===== config.mk =====
export PLATFORM = sky130hd
export DESIGN_NAME = block_lms_adaptive_fir_core_flat
export DESIGN_NICKNAME = d
export VERILOG_FILES = /design/src/blms_pkg.sv /design/src/blms_if.sv /design/src/blms_datapath.sv /design/src/blms_ctrl.sv /design/src/block_lms_adaptive_fir_core.sv /design/src/flat_wrapper.sv
export SDC_FILE = /design/constraint.sdc
export NUM_CORES = 2
export LEC_CHECK = 0
export ABC_AREA = 1
export BUFFER_PORTS_ARGS = -buffer_cell sky130_fd_sc_hd__buf_2
export CAP_MARGIN = 20
export CORE_UTILIZATION = 40
export CTS_BUF_LIST = sky130_fd_sc_hd__clkbuf_4
export DETAILED_ROUTE_END_ITERATION = 10
export GPL_TIMING_DRIVEN = 0
export PLACE_DENSITY_LB_ADDON = 0.08
export SYNTH_ARGS = -nofsm -noshare
export SYNTH_HDL_FRONTEND = slang
export SYNTH_HIERARCHICAL = 1
export SYNTH_SLANG_ARGS = --single-unit
export TNS_END_PERCENT = 1

===== constraint.sdc =====
create_clock -name clk -period 8.7 [get_ports clk]
set_input_delay 1.74 -clock clk [delete_from_list [all_inputs] [get_ports clk]]
set_output_delay 1.74 -clock clk [all_outputs]
set_load 0.005 [all_outputs]

===== src/blms_pkg.sv =====
// shared constants, types and saturation helper for the block lms adaptive fir
// no dependencies; imported by the controller, datapath and top level
package blms_pkg;

    // filter length and derived sizes
    localparam int TAPS     = 6;
    localparam int HIST_LEN = 2 * TAPS - 1;
    localparam int HIST_W   = $clog2(HIST_LEN);
    localparam int TAP_W    = (TAPS > 2) ? $clog2(TAPS) : 1;
    localparam int ACC_W    = 33 + $clog2(TAPS);

    // q15 limits and register reset value
    localparam logic signed [15:0] Q15_MAX    = 16'sh7FFF;
    localparam logic signed [15:0] Q15_MIN    = -16'sh8000;
    localparam logic        [14:0] STEP_RESET = 15'd3;

    // multiplier operand select
    typedef enum logic [1:0] {
        MUL_FIR  = 2'd0,
        MUL_GRAD = 2'd1,
        MUL_STEP = 2'd2
    } mul_sel_t;

    // controller to datapath commands
    typedef struct packed {
        logic              load_in;
        logic              acc_clr;
        logic              mul_en;
        mul_sel_t          mul_sel;
        logic [HIST_W-1:0] idx_a;
        logic [TAP_W-1:0]  idx_b;
        logic              out_load;
        logic              last;
        logic              grad_load;
        logic              coef_we;
        logic              hist_shift;
    } cmd_t;

    // datapath to controller status
    typedef struct packed {
        logic out_free;
    } stat_t;

    // saturate a sign-extended value to q15
    function automatic logic signed [15:0] sat16(input logic signed [ACC_W-1:0] v);
        logic upper_zero;
        logic upper_ones;
        begin
            upper_zero = ~(|v[ACC_W-2:15]);
            upper_ones = &v[ACC_W-2:15];
            if (!v[ACC_W-1] && !upper_zero)
            begin
                return Q15_MAX;
            end
            else if (v[ACC_W-1] && !upper_ones)
            begin
                return Q15_MIN;
            end
            else
            begin
                return v[15:0];
            end
        end
    endfunction

endpackage


===== src/blms_if.sv =====
// valid/ready channel interfaces for input and result beats
// depends on nothing
interface blms_in_if;
    logic               valid;
    logic               ready;
    logic signed [15:0] mic_sample;
    logic signed [15:0] reference_sample;

    modport source (output valid, output mic_sample, output reference_sample, input ready);
    modport sink   (input valid, input mic_sample, input reference_sample, output ready);
endinterface

interface blms_out_if;
    logic               valid;
    logic               ready;
    logic signed [15:0] filtered_sample;
    logic signed [15:0] error_sample;
    logic               block_end;

    modport source (output valid, output filtered_sample, output error_sample,
                    output block_end, input ready);
    modport sink   (input valid, input filtered_sample, input error_sample,
                    input block_end, output ready);
endinterface


===== src/blms_datapath.sv =====
// datapath: sample history, coefficients, block errors, shared mac and output register
// depends on blms_pkg; driven by blms_ctrl commands
module blms_datapath (
    input  logic                      clk,
    input  logic                      rst_n,
    input  blms_pkg::cmd_t            cmd,
    output blms_pkg::stat_t           stat,
    input  logic                      cfg_we,
    input  logic [14:0]               cfg_data,
    input  logic signed [15:0]        mic_sample,
    input  logic signed [15:0]        reference_sample,
    input  logic                      out_ready,
    output logic                      out_valid,
    output logic signed [15:0]        filtered_sample,
    output logic signed [15:0]        error_sample,
    output logic                      block_end
);
    import blms_pkg::*;

    logic signed [15:0]      hist_reg [HIST_LEN];
    logic signed [15:0]      coef_reg [TAPS];
    logic signed [15:0]      err_reg  [TAPS];
    logic signed [15:0]      ref_reg;
    logic [14:0]             step_reg;
    logic signed [31:0]      prod_reg;
    logic signed [31:0]      prod_next;
    logic                    acc_vld_reg;
    logic signed [ACC_W-1:0] acc_reg;
    logic signed [ACC_W-1:0] acc_shift;
    logic signed [15:0]      grad_reg;
    logic signed [15:0]      mul_a;
    logic signed [15:0]      mul_b;
    logic signed [15:0]      y_val;
    logic signed [15:0]      e_val;
    logic signed [15:0]      delta;
    logic signed [15:0]      coef_new;
    logic signed [16:0]      coef_sum;
    logic                    out_valid_reg;
    logic signed [15:0]      out_y_reg;
    logic signed [15:0]      out_e_reg;
    logic                    out_last_reg;

    // step size register
    always_ff @(posedge clk or negedge rst_n)
    begin
        if (!rst_n)
        begin
            step_reg <= STEP_RESET;
        end
        else if (cfg_we)
        begin
            step_reg <= cfg_data;
        end
    end

    // multiplier operand select and product
    always_comb
    begin
        case (cmd.mul_sel)
            MUL_FIR:
            begin
                mul_a = hist_reg[cmd.idx_a];
                mul_b = coef_reg[cmd.idx_b];
            end
            MUL_GRAD:
            begin
                mul_a = hist_reg[cmd.idx_a];
                mul_b = err_reg[cmd.idx_b];
            end
            MUL_STEP:
            begin
                mul_a = signed'({1'b0, step_reg});
                mul_b = grad_reg;
            end
            default:
            begin
                mul_a = '0;
                mul_b = '0;
            end
        endcase
        prod_next = mul_a * mul_b;
    end

    // product register and accumulator
    always_ff @(posedge clk or negedge rst_n)
    begin
        if (!rst_n)
        begin
            acc_vld_reg <= 1'b0;
            acc_reg     <= '0;
        end
        else
        begin
            acc_vld_reg <= cmd.mul_en && (cmd.mul_sel != MUL_STEP);
            if (cmd.acc_clr)
            begin
                acc_reg <= '0;
            end
            else if (acc_vld_reg)
            begin
                acc_reg <= acc_reg + {{(ACC_W-32){prod_reg[31]}}, prod_reg};
            end
        end
    end

    always_ff @(posedge clk)
    begin
        if (cmd.mul_en)
        begin
            prod_reg <= prod_next;
        end
        if (cmd.grad_load)
        begin
            grad_reg <= y_val;
        end
        if (cmd.load_in)
        begin
            ref_reg <= reference_sample;
        end
    end

    // scaled sum, error and coefficient update values
    always_comb
    begin
        acc_shift = acc_reg >>> 15;
        y_val     = sat16(acc_shift);
        e_val     = ref_reg - y_val;
        delta     = sat16({{(ACC_W-17){prod_reg[31]}}, prod_reg[31:15]});
        coef_sum  = {coef_reg[cmd.idx_b][15], coef_reg[cmd.idx_b]} + {delta[15], delta};
        if (coef_sum[16] != coef_sum[15])
        begin
            coef_new = coef_sum[16] ? Q15_MIN : Q15_MAX;
        end
        else
        begin
            coef_new = coef_sum[15:0];
        end
    end

    // sample history: new sample write and end-of-block shift
    always_ff @(posedge clk or negedge rst_n)
    begin
        if (!rst_n)
        begin
            for (int j = 0; j < HIST_LEN; j++)
            begin
                hist_reg[j] <= '0;
            end
        end
        else if (cmd.hist_shift)
        begin
            for (int j = 0; j < TAPS - 1; j++)
            begin
                hist_reg[j] <= hist_reg[TAPS + j];
            end
        end
        else if (cmd.load_in)
        begin
            hist_reg[cmd.idx_a] <= mic_sample;
        end
    end

    // coefficients and block errors
    always_ff @(posedge clk or negedge rst_n)
    begin
        if (!rst_n)
        begin
            for (int j = 0; j < TAPS; j++)
            begin
                coef_reg[j] <= '0;
                err_reg[j]  <= '0;
            end
        end
        else
        begin
            if (cmd.coef_we)
            begin
                coef_reg[cmd.idx_b] <= coef_new;
            end
            if (cmd.out_load)
            begin
                err_reg[cmd.idx_b] <= e_val;
            end
        end
    end

    // output register, holds a beat until taken
    always_ff @(posedge clk or negedge rst_n)
    begin
        if (!rst_n)
        begin
            out_valid_reg <= 1'b0;
        end
        else if (cmd.out_load)
        begin
            out_valid_reg <= 1'b1;
        end
        else if (out_ready)
        begin
            out_valid_reg <= 1'b0;
        end
    end

    always_ff @(posedge clk)
    begin
        if (cmd.out_load)
        begin
            out_y_reg    <= y_val;
            out_e_reg    <= e_val;
            out_last_reg <= cmd.last;
        end
    end

    assign stat.out_free    = !out_valid_reg || out_ready;
    assign out_valid        = out_valid_reg;
    assign filtered_sample  = out_y_reg;
    assign error_sample     = out_e_reg;
    assign block_end        = out_last_reg;

endmodule


===== src/blms_ctrl.sv =====
// controller: sequences the filter dot product, result beat and block coefficient update
// depends on blms_pkg; drives blms_datapath through cmd_t
module blms_ctrl (
    input  logic            clk,
    input  logic            rst_n,
    input  logic            in_valid,
    output logic            in_ready,
    output blms_pkg::cmd_t  cmd,
    input  blms_pkg::stat_t stat
);
    import blms_pkg::*;

    typedef enum logic [9:0] {
        S_IDLE   = 10'b00_0000_0001,
        S_FMAC   = 10'b00_0000_0010,
        S_FDRAIN = 10'b00_0000_0100,
        S_FOUT   = 10'b00_0000_1000,
        S_UMAC   = 10'b00_0001_0000,
        S_UDRAIN = 10'b00_0010_0000,
        S_UGRAD  = 10'b00_0100_0000,
        S_USTEP  = 10'b00_1000_0000,
        S_UWAIT  = 10'b01_0000_0000,
        S_UCOEF  = 10'b10_0000_0000
    } state_t;

    localparam logic [TAP_W-1:0] LAST_IDX = TAP_W'(TAPS - 1);

    state_t           state_reg, state_next;
    logic [TAP_W-1:0] pos_reg, pos_next;
    logic [TAP_W-1:0] cnt_reg, cnt_next;
    logic [TAP_W-1:0] k_reg, k_next;
    logic             in_fire;
    logic             pos_last;

    assign in_ready = (state_reg == S_IDLE);
    assign in_fire  = in_valid && in_ready;
    assign pos_last = (pos_reg == LAST_IDX);

    // state, position and counters
    always_ff @(posedge clk or negedge rst_n)
    begin
        if (!rst_n)
        begin
            state_reg <= S_IDLE;
            pos_reg   <= '0;
            cnt_reg   <= '0;
            k_reg     <= '0;
        end
        else
        begin
            state_reg <= state_next;
            pos_reg   <= pos_next;
            cnt_reg   <= cnt_next;
            k_reg     <= k_next;
        end
    end

    // next state and commands
    always_comb
    begin
        state_next     = state_reg;
        pos_next       = pos_reg;
        cnt_next       = cnt_reg;
        k_next         = k_reg;
        cmd            = '0;
        cmd.mul_sel    = MUL_FIR;
        cmd.last       = pos_last;
        case (state_reg)
            S_IDLE:
            begin
                cmd.idx_a = HIST_W'(TAPS - 1) + HIST_W'(pos_reg);
                if (in_fire)
                begin
                    cmd.load_in = 1'b1;
                    cmd.acc_clr = 1'b1;
                    cnt_next    = '0;
                    state_next  = S_FMAC;
                end
            end
            // window sample times coefficient, one tap a cycle
            S_FMAC:
            begin
                cmd.mul_en = 1'b1;
                cmd.idx_a  = HIST_W'(pos_reg) + HIST_W'(cnt_reg);
                cmd.idx_b  = cnt_reg;
                cnt_next   = cnt_reg + 1'b1;
                if (cnt_reg == LAST_IDX)
                begin
                    state_next = S_FDRAIN;
                end
            end
            S_FDRAIN:
            begin
                state_next = S_FOUT;
            end
            // wait for a free output register, then store error
            S_FOUT:
            begin
                cmd.idx_b = pos_reg;
                if (stat.out_free)
                begin
                    cmd.out_load = 1'b1;
                    if (pos_last)
                    begin
                        cmd.acc_clr = 1'b1;
                        cnt_next    = '0;
                        k_next      = '0;
                        state_next  = S_UMAC;
                    end
                    else
                    begin
                        pos_next   = pos_reg + 1'b1;
                        state_next = S_IDLE;
                    end
                end
            end
            // gradient for tap k: history times block error
            S_UMAC:
            begin
                cmd.mul_en  = 1'b1;
                cmd.mul_sel = MUL_GRAD;
                cmd.idx_a   = HIST_W'(cnt_reg) + HIST_W'(k_reg);
                cmd.idx_b   = cnt_reg;
                cnt_next    = cnt_reg + 1'b1;
                if (cnt_reg == LAST_IDX)
                begin
                    state_next = S_UDRAIN;
                end
            end
            S_UDRAIN:
            begin
                state_next = S_UGRAD;
            end
            S_UGRAD:
            begin
                cmd.grad_load = 1'b1;
                state_next    = S_USTEP;
            end
            // step size times gradient
            S_USTEP:
            begin
                cmd.mul_en  = 1'b1;
                cmd.mul_sel = MUL_STEP;
                state_next  = S_UWAIT;
            end
            S_UWAIT:
            begin
                state_next = S_UCOEF;
            end
            // saturating coefficient write, then next tap or history shift
            S_UCOEF:
            begin
                cmd.coef_we = 1'b1;
                cmd.acc_clr = 1'b1;
                cmd.idx_b   = k_reg;
                cnt_next    = '0;
                k_next      = k_reg + 1'b1;
                if (k_reg == LAST_IDX)
                begin
                    cmd.hist_shift = 1'b1;
                    pos_next       = '0;
                    state_next     = S_IDLE;
                end
                else
                begin
                    state_next = S_UMAC;
                end
            end
            default:
            begin
                state_next = S_IDLE;
            end
        endcase
    end

    // a result beat is only loaded into a free output register
    a_out_load_free: assert property (@(posedge clk) disable iff (!rst_n)
        cmd.out_load |-> stat.out_free)
        else $error("result loaded over a pending beat");

    // block position never leaves the block
    a_pos_range: assert property (@(posedge clk) disable iff (!rst_n)
        pos_reg <= LAST_IDX)
        else $error("block position out of range");

    // a sample that does not close a block returns straight to idle
    a_mid_block: assert property (@(posedge clk) disable iff (!rst_n)
        (state_reg == S_FOUT && stat.out_free && !pos_last) |=> state_reg == S_IDLE)
        else $error("update started mid block");

    // an accepted sample starts the filter dot product
    a_accept_start: assert property (@(posedge clk) disable iff (!rst_n)
        in_fire |=> (state_reg == S_FMAC && cnt_reg == '0))
        else $error("accepted sample did not start filtering");

    // the history shift comes only with the last coefficient write
    a_shift_last: assert property (@(posedge clk) disable iff (!rst_n)
        cmd.hist_shift |-> (cmd.coef_we && k_reg == LAST_IDX))
        else $error("history shifted early");

endmodule


===== src/block_lms_adaptive_fir_core.sv =====
// Block LMS adaptive FIR filter, q15, with one shared multiply-accumulate unit.
//
// Channels: in_ch (sink) takes one beat per sample with mic_sample and
// reference_sample; out_ch (source) gives one beat per sample with
// filtered_sample, error_sample and block_end. A beat moves at a rising edge
// with valid and ready both high. cfg_we/cfg_data write step_size (q15,
// unsigned) and must only be used while the block is idle.
//
// Timing: the result beat is registered in the output register after the
// FMAC, FDRAIN and FOUT states. The single MAC sets the rate; a new sample
// is taken only while the controller is idle, once the last one is done.
// The sample that closes a block (block_end=1) adds the coefficient update
// before the next sample is taken.
//
// Reset: history, coefficients and block errors clear to zero, step_size
// becomes 3, block position zero; no clearing pass is needed.
// Stall: a result waits in the output register; the next sample is still
// accepted and filtered, and waits for that register before finishing.
// depends on blms_pkg, blms_if, blms_ctrl and blms_datapath
module block_lms_adaptive_fir_core (
    input  logic        clk,
    input  logic        rst_n,
    input  logic        cfg_we,
    input  logic [14:0] cfg_data,
    blms_in_if.sink     in_ch,
    blms_out_if.source  out_ch
);
    import blms_pkg::*;

    cmd_t  cmd;
    stat_t stat;
    logic  ready;

    // sequencer
    blms_ctrl u_ctrl (
        .clk      (clk),
        .rst_n    (rst_n),
        .in_valid (in_ch.valid),
        .in_ready (ready),
        .cmd      (cmd),
        .stat     (stat)
    );

    assign in_ch.ready = ready;

    // storage, mac and output register
    blms_datapath u_datapath (
        .clk              (clk),
        .rst_n            (rst_n),
        .cmd              (cmd),
        .stat             (stat),
        .cfg_we           (cfg_we),
        .cfg_data         (cfg_data),
        .mic_sample       (in_ch.mic_sample),
        .reference_sample (in_ch.reference_sample),
        .out_ready        (out_ch.ready),
        .out_valid        (out_ch.valid),
        .filtered_sample  (out_ch.filtered_sample),
        .error_sample     (out_ch.error_sample),
        .block_end        (out_ch.block_end)
    );

endmodule

===== src/flat_wrapper.sv =====
// flat-port wrapper written by rule: the top's interface ports become plain ports
module block_lms_adaptive_fir_core_flat import blms_pkg::*;
  (clk, rst_n, cfg_we, cfg_data, in_ch_valid, in_ch_mic_sample, in_ch_reference_sample, in_ch_ready, out_ch_valid, out_ch_filtered_sample, out_ch_error_sample, out_ch_block_end, out_ch_ready);
  blms_in_if in_ch_i ();
  blms_out_if out_ch_i ();
  input  logic clk;
  input  logic rst_n;
  input  logic cfg_we;
  input  logic [14:0] cfg_data;
  input wire logic [$bits(in_ch_i.valid)-1:0] in_ch_valid;
  input wire logic [$bits(in_ch_i.mic_sample)-1:0] in_ch_mic_sample;
  input wire logic [$bits(in_ch_i.reference_sample)-1:0] in_ch_reference_sample;
  output wire logic [$bits(in_ch_i.ready)-1:0] in_ch_ready;
  output wire logic [$bits(out_ch_i.valid)-1:0] out_ch_valid;
  output wire logic [$bits(out_ch_i.filtered_sample)-1:0] out_ch_filtered_sample;
  output wire logic [$bits(out_ch_i.error_sample)-1:0] out_ch_error_sample;
  output wire logic [$bits(out_ch_i.block_end)-1:0] out_ch_block_end;
  input wire logic [$bits(out_ch_i.ready)-1:0] out_ch_ready;
  assign in_ch_i.valid = in_ch_valid;
  assign in_ch_i.mic_sample = in_ch_mic_sample;
  assign in_ch_i.reference_sample = in_ch_reference_sample;
  assign in_ch_ready = in_ch_i.ready;
  assign out_ch_valid = out_ch_i.valid;
  assign out_ch_filtered_sample = out_ch_i.filtered_sample;
  assign out_ch_error_sample = out_ch_i.error_sample;
  assign out_ch_block_end = out_ch_i.block_end;
  assign out_ch_i.ready = out_ch_ready;
  block_lms_adaptive_fir_core u_core (.clk(clk), .rst_n(rst_n), .cfg_we(cfg_we), .cfg_data(cfg_data), .in_ch(in_ch_i), .out_ch(out_ch_i));
endmodule

---- Yosys cells after proc, flatten, opt, wreduce, memory -nomap -nowiden ----
Index checks and enable logic that the tools add are counted.
storage, ports and cells
  register bits ........................... 537
  bits of input ports ..................... 52
  output and inout bits ................... 35
  word-level logic and storage cells ...... 170
cells by class
  $add $sub $neg .......................... 9
  $mul .................................... 1
  $lt $le $gt $ge ......................... 4
  equal/unequal tests ..................... 24
  multiplexer cells ....................... 60
  bitwise gates (word level) .............. 3
  reduce and logical (&&, ||, !) cells .... 32
operators by type and width
  kind                count
  $mux 16             14
  $bwmux 96           2
  $bwmux 176          1
  $mux 176            1
  $pmux 10 s10        1
  $bmux 16 s3         2
  $mux 80             1
  $mux 36             2
  $bmux 16 s4         1
  $demux 16 s4        1
  $demux 16 s3        1
  $pmux 16 s3         1
  $mux 10             4
  $add 36x36->36      1
  $mul 16x16->32      1
  $pmux 16 s2         1
  $mux 3              6
  $add 16x16->17      1
  $sub 16x16->16      1
  $ne 2x2->1 const B  6
  $pmux 3 s2          2
  $pmux 3 s4          1
  $pmux 4 s3          1
  $reduce_and 4->1    3
  other kinds (43)    77

---- Logic depth before layout (Yosys ltp) ----
  depth after elaboration ................. 11
  depth in mapped cells ................... 45
  gate-level depth less buffers ........... 43

---- Hierarchy ----
Netlist, hierarchy kept.
modules (own cells, without submodules)
  module         instances  cells each  area an instance (µm²)  seq. area each (µm²)
  blms_datapath  1          4650        37393.4                 13450.4
  blms_ctrl      1          212         1567.8                  476.7

---- Least setup slack after synthesis ----
No wires, ideal clock.
  path kind ............................... register to register
  start point ............................. reg u_core.u_ctrl.state_reg[8]
  end point ............................... reg u_core.u_datapath.prod_reg[31], data pin
  arrival ................................. 7739 ps
  data required time ...................... 8448 ps
  slack ................................... 709 ps
  stages on the path, launching flop included .. 40
  period minus slack after synthesis ...... 7991 ps
  cells stage by stage .................... dfrtp_1 > nor2_4 > inv_4 > nor2_4 > nand2_4 > inv_1 > nor2_1 > a21oi_1 > inv_1 > fa_1 > o22ai_1 > inv_2 > nor2_4 > buf_2 > a22oi_1 > nand2_1 > nand2_1 > nand3_1 > (+4 left out) > fa_1 > inv_1 > fa_1 > fa_1 > fa_1 > inv_1 > fa_1 > inv_1 > fa_1 > ha_1 > inv_1 > nor3_1 > nand2_1 > or2_2 > nand3_1 > inv_1 > nand2_1 > nand2_1
RTL lines
  item                      RTL line              RTL
  start: declaration        blms_ctrl.sv:28       state_t state_reg, state_next;
  start signal: assignment  blms_ctrl.sv:51       state_reg <= state_next;
  end signal: assignment    blms_datapath.sv:110  prod_reg <= prod_next;
  end: declaration          blms_datapath.sv:25   logic signed [31:0] prod_reg;

==> flow_summary.yaml <==
grt:
  grt_max_degree: 112
  grt_overflow: 0
  grt_pass1_wl_um: 206800
  grt_pass1_vias: 33690
  antenna_found_initial: 2
  grt_usage_pct: 28.02
timing:
  fin_setup_tns_ns: 0
  hold_violations: 0
  period_share_pct: 96.85
  finClkSkew_ns: 0.06144
  rsz0062_at_grt: "true"
  slew_viol_final: 0
  final-setup-viol-count: 0
  setup_ws_ns: 0.2743
  max_freq_mhz: 118.7
  max_slew_margin_pct: 19.43
  fin_crit_ns: 8.426
  max_slew.worst_pin.slew_ns: 1.209
min_path:
  min_to: "u_core/u_datapath/err_reg[2]"
  min_from: "u_core/u_datapath/err_reg[2]"
  whs_path_depth: 2
  min_path_type: "flop to flop"
clock_tree:
  cts.hold.buffers_added: 0
  clk_latency_ns: 1.12
  tritoncts: "yes"
  cts.sinks: 537
  cts_buffer_depth: 3
  clk_pin_slew_ns: 0.07
  root_buffer: "clkbuf_4"
  cts_max_level: 4
  cts_buffers: 155
yosys:
  netlist_area_um2: 38960
  synth_fa_ha_area_share_pct: 18.73
  synthCells: 4862
  synth_compound_area_share_pct: 10.56
  synth_edf_count: 97
  ys_types: 59
  synth-main-ff-cell: "dfrtp_1"
  yosys.area_share.simple_pct: 23.38
  muxShareOfSynthArea_pct: 0
  postSynthAreaPerCell_um2: 8.013
  syn_nets: 5337
  ys_ff_latch: 537
  ys.warnings.count: 6
  synthXorXnorAreaFrac_pct: 1.304
  async_reset_ff_share_pct: 81.94
  synth_top_family_by_area: "simple AND/OR/NAND/NOR gates"
  seq_area_frac_synth_pct: 35.75
power_and_ir_drop:
  p_leak_uw: 0.02374
  ir_worst_vdd_v: 0.0002711
  power_density_nw_per_um2: 271.1
setup_path:
  path_max_fanout: 10
  crit_arrival_ns: 9.24
  reg2reg_depth: 41
  crit_cells: 41
  crit_path_end_kind: "flop"
  crit_buf_inv: 14
  cpMaxStageDelayCell: "fa_1"
  rrSetupSlack_ns: 0.27
  reg2reg_from: "u_core/u_ctrl/state_reg[2]"
  crit_type: "flop to flop"
  cpLargestDelayFamily: "adder cells"
  critPathLaunchType: "flop"
  r2r_end: "u_core/u_datapath/prod_reg[28]"
  slowest_delay_ns: 0.54
  crit_required_ns: 9.52
flow_run:
  cap_violations: 0
floorplan:
  ios: 87
  die_y_um: 314.1
  core-area_um2: 96570
  rows: 114
  die-area_um2: 98660
  initial_utilization_pct: 40.35
  dieWidth_um: 314.1
route:
  drt-initial-drc-count: 2743
  finalWirelength_um: 136400
  drtAntennaViolNets: 0
  dr_total_vias: 33770
  drt-pass1-iter-count: 6
  drc: 0
  wl_per_cell_um: 20.64
  via_per_inst: 5.108
placement:
  port_buffers: 85
  gp_congestion: 0.9536
  dp_slack_ns: -1.354
  dp_hpwl_um: 104500
layout:
  nFillCells: 9777
  area_growth_syn_to_layout_pct: 16.28
  largest_register_ffs: 176
  layout.nets: 5679
  drive_gt1_share_pct: 15.42
status:
  status: "completed"
-- cells by family (layout without fill, tap and decap cells) --
logic type | count (synthesis) | count (layout)
AO/OA/AOI/OAI | 652 | 652
XOR/XNOR | 58 | 58
adder cells (fa/ha/maj) | 423 | 423
buffers and inverters | 979 | 1440
flip-flops | 537 | 537
other | 0 | 11
AND/OR/NAND/NOR | 2213 | 2213
-- power breakdown --
part           internal, µW  switching, µW  total, µW
clock                  1320           1190       2510
combinational          2100           4270       6370
sequential             3080            322       3400
-- cell usage after synthesis, types with 10 or more instances --
cell type,instances,share of area (%)
fa_1,267,14
clkbuf_1,76,0.73
o22ai_1,25,0.40
xnor2_1,25,0.56
nand3b_1,16,0.31
o21bai_1,15,0.29
nand2_2,12,0.19
inv_2,31,0.30
nor2_1,184,1.8
edfxtp_1,97,7.5
buf_2,31,0.40
a21oi_1,123,1.6
o21ai_1,10,0.13
inv_1,782,7.5
xor2_1,33,0.74
nor3_1,20,0.26
nand2_1,1727,17
o21ai_2,14,0.31
o21ai_0,251,3.2
buf_6,28,0.81
o211ai_1,38,0.73
nor2_2,11,0.18
o221ai_1,62,1.4
nand3_2,19,0.49
a22oi_2,15,0.48
nand4_1,41,0.66
ha_1,156,5.0
a22oi_1,70,1.3
dfrtp_1,437,28
buf_4,19,0.37
nand3_1,138,1.8
-- worst min-delay path: cells and delay by family, from the launching register on --
| family | cells | cell delay [ns] |
|---|---|---|
| and+or+nand+nor | 2 | 0.10 |
| DFF | 1 | 0.34 |
-- how the worst max path moves through the flow --
stage,from,end
6_report,u_core/u_ctrl/state_reg[2],u_core/u_datapath/prod_reg[28]
4_1_cts,u_core/u_ctrl/state_reg[9],u_core/u_datapath/prod_reg[24]
3_3_place_gp,rst_n,u_core/u_datapath/hist_reg[0]
3_5_place_dp,u_core/u_ctrl/state_reg[8],u_core/u_datapath/prod_reg[31]
5_1_grt,u_core/u_ctrl/state_reg[8],u_core/u_datapath/prod_reg[22]
2_1_floorplan,u_core/u_ctrl/state_reg[8],u_core/u_datapath/prod_reg[31]
-- cells in the final DEF, fill, tap and decap left out, types with 40 or more instances in the layout --
master,Yosys,final
a22oi_1,70,59
nand2_2,12,40
o221ai_1,62,59
clkbuf_4,0,240
fa_1,267,255
ha_1,156,136
nand4_1,41,41
edfxtp_1,97,97
a21oi_1,123,106
nand3_1,138,123
nor2_1,184,164
inv_1,782,771
clkbuf_1,76,74
dfrtp_1,437,437
buf_4,19,91
o21ai_0,251,237
buf_2,31,106
nand2_1,1727,1697
-- metal layers --
layer,global-route usage (%),vias up,part of all wire (%)
met1,39.07,16430,45
li1,-,16090,-
met5,0,-,0
met2,44.01,1064,46
met3,4.914,190,6.3
met4,9.246,0,2.8
-- area by class of cell --
type / instances / area, µm² / share of cell area [%]
clock inverters: 44 / 302.8 / 0.6684
plain buffers: 155 / 1091 / 2.408
clock buffers: 232 / 1742 / 3.845
diodes: 11 / 27.53 / 0.06076
flip-flops and latches: 537 / 13930 / 30.74
multi-input cells: 3346 / 22070 / 48.71
repair buffers: 185 / 1410 / 3.113
well taps: 1276 / 1597 / 3.524
inverters: 824 / 3139 / 6.930
-- what timing repair did --
action / CTS / global route
endpoints found under the setup margin: 23 / 20
setup buffers: 20 / 69
gates cloned: 1 / 2
pin swaps: 9 / 66
resized for setup: 107 / 195
-- through the flow --
| stage | total power, µW | hold WS, ns | utilization (%) | cells | instance area (µm²) |
|---|---|---|---|---|---|
| detailed placement | 8796 | 0.4584 | 42.66 | 6232 | 41200 |
| CTS | 11730 | 0.4730 | 45.46 | 6529 | 43900 |
| finish | 12280 | 0.4719 | 46.91 | 6610 | 45300 |
| floorplan | 6550 | 0.4422 | - | 4862 | 38960 |
| global placement | 8783 | 0.4536 | 42.44 | 6223 | 40980 |
| global route | 12960 | 0.4917 | 46.91 | 6607 | 45290 |
Power figures use the tool's default switching activity.
